===== src/rtl/tstg_pkg.sv =====
// Shared types and constants of the three-channel square tone generator.
// Depends on nothing; every rtl file refers to it by scoped names.
package tstg_pkg;

	localparam int NUM_REGS     = 14;
	localparam int REG_IDX_W    = 4;
	localparam int MAX_CHANNELS = 3;
	localparam int REG_MIXER    = 7;
	localparam int REG_VOL_BASE = 8;
	localparam int MIX_W        = 13;
	localparam int AMP_W        = 11;
	localparam int PERIOD_W     = 12;
	localparam int CNT_W        = 18;

	// Operation codes of an input transaction
	localparam logic [1:0] OP_INDEX = 2'd0;
	localparam logic [1:0] OP_DATA  = 2'd1;
	localparam logic [1:0] OP_TICK  = 2'd2;
	localparam logic [1:0] OP_NONE  = 2'd3;

	typedef struct packed {
		logic [1:0] op;
		logic [7:0] data;
	} in_item_t;

	typedef struct packed {
		logic [MIX_W-1:0] mix_sample;
		logic             chan_a_level;
		logic             chan_b_level;
		logic             chan_c_level;
	} out_item_t;

	// Settings that one channel takes from the sound registers
	typedef struct packed {
		logic [PERIOD_W-1:0] period;
		logic [3:0]          volume;
		logic                tone_off;
	} chan_cfg_t;

	// What one channel reports for the current tick
	typedef struct packed {
		logic             level;
		logic [AMP_W-1:0] amp;
	} chan_st_t;

endpackage


===== src/rtl/tstg_chan.sv =====
// One square tone channel: period counter, output level and amplitude.
// Depends on tstg_pkg for the channel setting and status structs.
module tstg_chan (
	input  logic                clk,
	input  logic                arst_n,
	input  logic                tick,
	input  tstg_pkg::chan_cfg_t cfg,
	output tstg_pkg::chan_st_t  st
);

	logic [tstg_pkg::CNT_W-1:0] cnt_q;
	logic                       level_q;
	logic [tstg_pkg::CNT_W-1:0] reload;
	logic [tstg_pkg::AMP_W-1:0] vol_amp;

	// (period + 1) * 16
	assign reload = {1'b0, ({1'b0, cfg.period} + 13'd1), 4'b0000};

	// 96 * volume = 64 * volume + 32 * volume
	assign vol_amp = {1'b0, cfg.volume, 6'd0} + {2'b00, cfg.volume, 5'd0};

	assign st.level = level_q;
	assign st.amp   = (level_q && !cfg.tone_off) ? vol_amp : '0;

	always_ff @(posedge clk or negedge arst_n) begin
		if (!arst_n) begin
			cnt_q   <= '0;
			level_q <= 1'b0;
		end else if (tick && !cfg.tone_off) begin
			if (cnt_q <= tstg_pkg::CNT_W'(1)) begin
				level_q <= ~level_q;
				cnt_q   <= reload;
			end else begin
				cnt_q <= cnt_q - tstg_pkg::CNT_W'(1);
			end
		end
	end

endmodule


===== src/rtl/three_channel_square_tone_generator.sv =====
// Top level of the three-channel square tone generator.
// Depends on tstg_pkg and instantiates tstg_chan once per channel.
//
// The block takes one input transaction per clock cycle when ready: an index
// write, a data write into the indexed sound register, or a tick. All the work
// of a transaction is done in the cycle it is accepted, straight from the register
// file and the channel counters, and a tick's sample lands in a single output
// register. Input ready is high whenever that register is empty or being drained
// in the same cycle, so with a ready sink the throughput is one transaction per
// cycle and a tick's sample appears in the cycle after acceptance. Index and data
// writes give no output. Register map: 0..5 fine/coarse tone periods of A..C
// (coarse uses bits 3:0), 7 bits 2:0 tone disable of A..C, 8..10 volumes of A..C
// (bits 3:0); registers 6, 11, 12 and 13 are stored only. An index write selects
// the written byte modulo 14. Each enabled channel adds 96 * volume to the
// sample while its level is high, then counts down and toggles, reloading
// (period + 1) * 16, when the count runs out. Channels at or beyond NUM_CHANNELS
// are absent and read as level 0 with no contribution.
module three_channel_square_tone_generator #(
	parameter int NUM_CHANNELS = 3
) (
	input  logic                clk,
	input  logic                arst_n,
	input  logic                in_valid,
	output logic                in_ready,
	input  tstg_pkg::in_item_t  in_item,
	output logic                out_valid,
	input  logic                out_ready,
	output tstg_pkg::out_item_t out_item
);

	logic [tstg_pkg::REG_IDX_W-1:0] reg_index_q;
	logic [7:0]                     sound_regs_q [tstg_pkg::NUM_REGS];
	logic                           out_valid_q;
	tstg_pkg::out_item_t            out_item_q;

	logic                           in_acc;
	logic                           tick;
	logic [4:0]                     quot;
	logic [7:0]                     rem_raw;
	logic [tstg_pkg::REG_IDX_W-1:0] index_mod;

	tstg_pkg::chan_cfg_t            cfg [tstg_pkg::MAX_CHANNELS];
	tstg_pkg::chan_st_t             st  [tstg_pkg::MAX_CHANNELS];
	logic [tstg_pkg::MIX_W-1:0]     mix;

	// Accept while the output register is free or being emptied this cycle
	assign in_ready = !out_valid_q || out_ready;
	assign in_acc   = in_valid && in_ready;
	assign tick     = in_acc && (in_item.op == tstg_pkg::OP_TICK);

	// data mod 14: 73/1024 underestimates 1/14 by less than one step over 0..255,
	// so the first remainder is below 28 and one conditional subtract finishes it
	assign quot    = 5'((16'(in_item.data) * 16'd73) >> 10);
	assign rem_raw = in_item.data - (8'(quot) * 8'd14);
	always_comb begin
		if (rem_raw >= 8'(tstg_pkg::NUM_REGS)) begin
			index_mod = tstg_pkg::REG_IDX_W'(rem_raw - 8'(tstg_pkg::NUM_REGS));
		end else begin
			index_mod = tstg_pkg::REG_IDX_W'(rem_raw);
		end
	end

	// Register index and sound register file
	always_ff @(posedge clk or negedge arst_n) begin
		if (!arst_n) begin
			reg_index_q <= '0;
			for (int i = 0; i < tstg_pkg::NUM_REGS; i++) begin
				sound_regs_q[i] <= '0;
			end
		end else if (in_acc) begin
			unique case (in_item.op)
				tstg_pkg::OP_INDEX: reg_index_q <= index_mod;
				tstg_pkg::OP_DATA:  sound_regs_q[reg_index_q] <= in_item.data;
				tstg_pkg::OP_TICK,
				tstg_pkg::OP_NONE:  ;
				default:            ;
			endcase
		end
	end

	// Channels: present ones get a counter, absent ones read as silent
	for (genvar ch = 0; ch < tstg_pkg::MAX_CHANNELS; ch++) begin : g_chan
		assign cfg[ch].period   = {sound_regs_q[2*ch+1][3:0], sound_regs_q[2*ch]};
		assign cfg[ch].volume   = sound_regs_q[tstg_pkg::REG_VOL_BASE+ch][3:0];
		assign cfg[ch].tone_off = sound_regs_q[tstg_pkg::REG_MIXER][ch];
		if (ch < NUM_CHANNELS) begin : g_on
			tstg_chan u_chan (
				.clk    (clk),
				.arst_n (arst_n),
				.tick   (tick),
				.cfg    (cfg[ch]),
				.st     (st[ch])
			);
		end else begin : g_off
			assign st[ch] = '0;
		end
	end

	// Sum the high, enabled channels
	assign mix = tstg_pkg::MIX_W'(st[0].amp) + tstg_pkg::MIX_W'(st[1].amp)
		+ tstg_pkg::MIX_W'(st[2].amp);

	// Output register: load on a tick, drop once the sink takes it
	always_ff @(posedge clk or negedge arst_n) begin
		if (!arst_n) begin
			out_valid_q <= 1'b0;
		end else if (tick) begin
			out_valid_q <= 1'b1;
		end else if (out_ready) begin
			out_valid_q <= 1'b0;
		end
	end

	always_ff @(posedge clk) begin
		if (tick) begin
			out_item_q.mix_sample   <= mix;
			out_item_q.chan_a_level <= st[0].level;
			out_item_q.chan_b_level <= st[1].level;
			out_item_q.chan_c_level <= st[2].level;
		end
	end

	assign out_valid = out_valid_q;
	assign out_item  = out_item_q;

endmodule


===== config.mk =====
export PLATFORM = sky130hd
export DESIGN_NAME = three_channel_square_tone_generator
export DESIGN_NICKNAME = d
export VERILOG_FILES = /design/src/rtl/tstg_pkg.sv /design/src/rtl/tstg_chan.sv /design/src/rtl/three_channel_square_tone_generator.sv
export SDC_FILE = /design/constraint.sdc
export NUM_CORES = 1
export LEC_CHECK = 0
export BUFFER_PORTS_ARGS = -buffer_cell sky130_fd_sc_hd__buf_4
export CORE_ASPECT_RATIO = 1.75
export CORE_MARGIN = 3
export CORE_UTILIZATION = 30
export DETAILED_ROUTE_END_ITERATION = 12
export GPL_ROUTABILITY_DRIVEN = 0
export GPL_TIMING_DRIVEN = 1
export RECOVER_POWER = 50
export SLEW_MARGIN = 20
export SYNTH_ARGS = -nofsm -noshare
export SYNTH_HDL_FRONTEND = slang
export SYNTH_SLANG_ARGS = --single-unit

===== constraint.sdc =====
create_clock -name clk -period 3.57 [get_ports clk]
set_input_delay 0.714 -clock clk [delete_from_list [all_inputs] [get_ports clk]]
set_output_delay 0.714 -clock clk [all_outputs]
set_load 0.02 [all_outputs]

* Yosys cells after proc, flatten, opt, wreduce, memory -nomap -nowiden
Cells that the tools add are included.
** Storage, ports and cells
- Logic and storage cells :: 86
- Register bits after elaboration :: 190
** Operators by class
- Magnitude comparators :: 6
- $add $sub $neg :: 13
- $mul :: 2
- Bitwise operators :: 4
- Equal/unequal tests :: 2
- Reduce and logical (&&, ||, !) cells :: 21
- Mux-type cells :: 12
** Operators by type and width (number)
- $bwmux 112 :: 1
- $le 18x1->1 const B :: 3
- $mux 18 :: 3
- $sub 18x1->18 const B :: 3
- $add 12x1->13 const B :: 3
- $add 10x9->11 :: 3
- $mux 11 :: 3
- $demux 8 s4 :: 1
- $mul 8x7->15 const B :: 1
- $add 12x11->13 :: 1
- $add 11x11->12 :: 1
- $reduce_and 2->1 :: 5
- $logic_and 1x1->1 :: 9
- $ge 8x4->1 const B :: 1
- $mux 8 :: 1
- $sub 8x8->8 :: 1
- $mul 5x3->7 const B :: 1
- $ge 5x5->1 const B :: 1
- $lt 5x1->1 const B :: 1
- $not 4->5 :: 1
- $logic_not 1->1 :: 4
- $mux 4 :: 1
- $sub 4x4->4 const B :: 1
- $not 1->1 :: 3
- 6 further kinds :: 7

* Depth between registers and ports, before layout
- Word-level depth :: 6
- Gate-level depth with buffers :: 24
- Mapped depth without buffers :: 23

* Hierarchy
A second synthesis with hierarchy kept.
** Second synthesis, totals
- Cell total of the unflattened synthesis :: 911
- Area, all modules :: 9366.5 µm²
** By module, submodules not included
- tstg_chan :: cells each 179, sequential area each 475.5 µm², area each 1581.5 µm², times used 3
- three_channel_square_tone_generator :: cells each 374, sequential area each 1881.8 µm², area each 4621.9 µm², times used 1

* Worst setup path after synthesis
No wires, ideal clock.
- Path kind :: in2reg
- Start point :: input in_item[4] (netlist bit)
- End point :: register reg_index_q[3] (netlist bit)
- Data arrival time :: 5.974 ns
- Setup time :: 0.069 ns
- Path buffers :: 1
- Cell stages on the path :: 23
- Path slack :: -2.473 ns
- Path through :: ha_1 -> ha_1 -> ha_1 -> ha_1 -> clkbuf_1 -> nand2_1 -> nor2_1 -> nand2_1 -> o211ai_1 -> xor2_1 -> inv_1 -> fa_1 -> inv_1 -> ha_1 -> fa_1 -> xnor2_1 -> ha_1 -> inv_1 -> or3_1 -> a2111oi_0 -> o21ai_1 -> or4_1 -> nand3_1
** Between the ends
- Longest elaborated chain between the ends :: 5
- Elaborated cells on any way between the ends :: 6
- Those cells by class :: 2 x add/sub; 2 x mul; 1 x order compare; 1 x mux
** RTL lines
- start, declared :: RTL line three_channel_square_tone_generator.sv:25 : input tstg_pkg::in_item_t in_item,
- $mul 8x7->15 :: RTL line three_channel_square_tone_generator.sv:53 : assign quot = 5'((16'(in_item.data) * 16'd73) >> 10);
- $mul 5x3->7 :: RTL line three_channel_square_tone_generator.sv:54 : assign rem_raw = in_item.data - (8'(quot) * 8'd14);
- $sub 8x8->8 * :: RTL line three_channel_square_tone_generator.sv:54
- $ge 8x4->1 or $sub 4x4->4 (tied branches) :: RTL line three_channel_square_tone_generator.sv:56, three_channel_square_tone_generator.sv:57
- $mux 4 * :: RTL line three_channel_square_tone_generator.sv:56 : if (rem_raw >= 8'(tstg_pkg::NUM_REGS)) begin
- end signal, assigned :: RTL line three_channel_square_tone_generator.sv:72 : tstg_pkg::OP_INDEX: reg_index_q <= index_mod;
- end, declared :: RTL line three_channel_square_tone_generator.sv:31 : logic [tstg_pkg::REG_IDX_W-1:0] reg_index_q;
Mark *: on every way between the ends. The rest lies on a longest branch, timed or not.
A chain may end at the register's enable or synchronous reset.

* Worst setup path in the final report
Same ends and word-level chain as after synthesis.

==> results.md <==
- Outcome: finished, violations left
- Failing checks: capacitance limit, slew limit, setup timing
- Avg Vias per Cell: 5.02
- Area contributors post-synth: dfrtp_1 34%, ha_1 9.4%, mux2_2 7.1%
- Final period util: 150%
- #FFs+latches synth: 124
- Multi-input logic area: 5250 um2
- WP data arrival: 5720 ps
- Post-synthesis compound-gate area fraction: 14.8%
- Sw Share: 36.9%
- DRC viols: 0
- Clock transition at path regs: approximately 60 ps
- Yosys warnings: 0
- Vias: around 6,700
- Total power: 7.59 mW
- Psw: 2.80 mW
- Reg2Reg Setup Slack: ~420 ps
- First-pass GRT wire length: 33,300 um
- DR WL/cell: 14.9 um
- Drt first-iter violations: 369
- Kind of critical path: primary input to flop
- Reg2reg start: cfg[36]
- Rel. slew slack: -16.9%
- CP Cell Sequence: buf_8 > ha_4 > ha_4 > inv_2 > fa_1 > inv_2 > ha_4 > inv_4 > o21bai_4 > mux2_4 > or2_4 > fa_1 > fa_2 > inv_2 > ha_4 > a211oi_1 > o21ai_1 > a2111oi_4 > o21ai_1 > or4_1 > nand3_1
- Top cell type's share of synthesized area: 33.6%
- Final worst setup slack: -1780 ps
- Inserted Diodes: 0
- Register area share after synthesis: between 30% and 40%
- Starting Density: 30.7%
- CP peak stage delay: 600 ps
- CP delay by family, top: adder cells
- Layout Utilization: 37.7%
- Int Power: 4.79 mW
- Tmin final: 5350 ps
- Fraction of synthesized area in multiplexers: 7.44%
- Slowest CP cell: fa_2
- Die span in y: about 230 um
- Final TNS setup: -5130 ps
- Clock root cell: clkbuf_16
- Slew Limit Fails: around 70
- Endpoint class of the critical path: flop
- DRT Wirelength: 19,900 um
- Min-Delay Path Depth: 1
- Vias in the first global route: 6,880
- PortBufs: 26
- Dpl hpwl: 15,100 um
- Peak supply drop: 0.440 mV
- Adder-Cell Fraction of Synth Area: between 10 and 15%
- Leading cell type in the layout, fill and taps excluded: dfrtp_1
- Most used cell, CP: ha_4
- TritonCTS buffer count: 17
- Xor/xnor share of the synthesized area: 5.30%
- H-tree levels: 4
- Antenna viol nets, final: 0
- Clk_lat worst skew: 430 ps
- Synthesized instance count: approximately 880
- Die ar.: a little over 30,000 um2
- Fmax: between 150 and 200 MHz
- Hold Fails Final Rpt: 0
- CTS max path bufs: 2
- Clock share of power: 23.7%
- Total GRT Usage: 13.6%
- GR Overflow Total: 0
- Register share of total power: 30.5%
- Clk sink count: 124
- Core area: 27,400 um2
- Fraction of layout cells with a size suffix above 1: a little under a quarter
- Leak Pwr: 4.36 nW
- Hold path startpoint: g_chan[1].g_on.u_chan.cnt_q[17]
- Post-synth EDFFs: 11
- Setup violators final: 3
- Die Span X: about 130 um
- Nets: 1,050
- Syn Std Cell Area: 8430 um2
- Post-synthesis async set-or-reset flop share: between 90% and 100%
- Worst-Margin Slew: 1750 ps
- # rows: 80
- Initial antenna violation count: 0
- # fillers: 2,795
- Max-Cap Viols: 1
- Comb power frac: 45.8%
- Power Density: 734 nW/um2
- Area grow syn2layout: 22.7%
- Hold Crit Class: flop to flop
- Largest net degree at the start of global routing: 71
- Crit path max fanout: 3
- Area leader, netlist: dfrtp_1
- Most frequent cells in the layout: 113 x dfrtp_1, 76 x buf_4, 59 x nor2_1
- Hold Path Sink: g_chan[1].g_on.u_chan.cnt_q[17]
- IO Pins: 32
- Worst Path Required: 3940 ps
- Seq. cell area: 3160 um2
- Hold slack: between 400 and 500 ps
- Synth Area in Simple Gates: between 15 and 20%
- Syn avg cell area: 9.63 um2
- Post-place setup slack: -2380 ps
- Hold Buf Count CTS: 0
- Critical path buffers and inverters: 5
- CTS tree: yes
- R2r worst-path depth: 11
- Drt pass-1 iters: 4
- FF-to-FF End: out_item[14]
- Top_reg_cell synth: dfrtp_1
- Setup Skew: 9.95 ps
- Worst setup SP type: primary input
- Largest family of logic cells by synthesized area: simple AND/OR/NAND/NOR gates
- Post-synth cell types: 67
- RSZ-0062 raised after global routing: yes
-- cells in the mapped netlist, types with 4 or more instances --
cell type	n
buf_4	5
xnor2_1	31
nand2_1	53
o21ai_1	21
xor2_1	20
nand2b_1	5
and3_1	7
inv_1	53
fa_1	17
nor2_1	61
nor3_1	27
a22oi_1	7
a21oi_2	5
a21o_1	5
or3_1	15
o31ai_1	6
o21bai_1	6
nor2b_1	9
edfxtp_1	11
nand4_1	9
nor4_1	13
ha_1	63
a32oi_1	6
nor3b_1	4
a21oi_1	55
dfrtp_1	113
a22o_1	5
o22ai_1	5
o22a_1	10
o21ai_0	37
and2_1	11
nand3_1	36
clkbuf_1	23
or4_1	6
mux2_2	53
or2_2	4
a31oi_1	8
-- power groups by stage --
stage,clock [mW],combinational [mW],sequential [mW]
after floorplan,0,2.20,2.18
after global placement,0,3.13,2.33
after detailed placement,0,3.21,2.34
after CTS,1.84,3.40,2.32
after global routing,1.90,3.87,2.41
final,1.80,3.47,2.32
-- what timing repair did --
action | CTS | global route
pin swaps | 18 | 8
cloned | 0 | 0
setup endpoints to repair | 3 | 3
buffers inserted | 4 | 1
resized for setup | 20 | 10
-- final cells by class --
type	count	area share, %
Multi-Input combinational cell	667	50.8
Sequential cell	124	30.5
Timing Repair Buffer	93	6.33
Tap cell	369	4.46
Clock buffer	19	4.38
Inverter	53	1.95
Clock inverter	13	1.58
-- state kept, by name (all words and copies together), names as in the netlist --
| register | cells |
|---|---|
| cfg | 51 |
| reg_index_q | 4 |
| g_chan.g_on.u_chan.level_q | 3 |
| out_item | 11 |
| g_chan.g_on.u_chan.cnt_q | 54 |
| out_valid | 1 |
-- layer usage --
metal	track usage [%]	share of wire, %
met1	14.2	38
met2	25.6	55
met3	2.60	2.7
met4	6.76	3.8
met5	0	0
-- worst max path at each step --
stage,start,slack [ps],end,cells after the start
final,in_item[4],-1780,reg_index_q[3],21
after global routing,in_item[4],-1960,reg_index_q[3],23
after CTS,in_item[4],-1720,reg_index_q[3],21
after detailed placement,in_item[2],-2380,reg_index_q[3],23
after global placement,in_item[2],-2310,reg_index_q[3],23
after floorplan,in_item[7],-2130,reg_index_q[3],22
-- stage by stage --
step                instances  instance area, um2
detailed placement       1301                9600
finish                   1338               10300
floorplan                 879                8640
CTS                      1337               10300
global route             1338               10300
global placement         1301                9600
-- cells by family after synthesis --
| family | after synthesis |
|---|---|
| compound gates | 198 |
| xor+xnor | 51 |
| fa+ha+maj | 80 |
| buf+inv | 88 |
| flops | 124 |
| mux | 56 |
| other cells | 1 |
| simple gates | 277 |
-- worst reg2reg max path: cells and delay by family (launching register included) --
| kind | cells | cell delay [ps] |
|---|---|---|
| adder cells (fa/ha/maj) | 4 | 1600 |
| AO/OA/AOI/OAI | 4 | 660 |
| buffers and inverters | 1 | 60 |
| flip-flops | 1 | 420 |
| XOR/XNOR | 1 | 80 |
| AND/OR/NAND/NOR | 1 | 80 |
(Power assumes the default switching activity.)
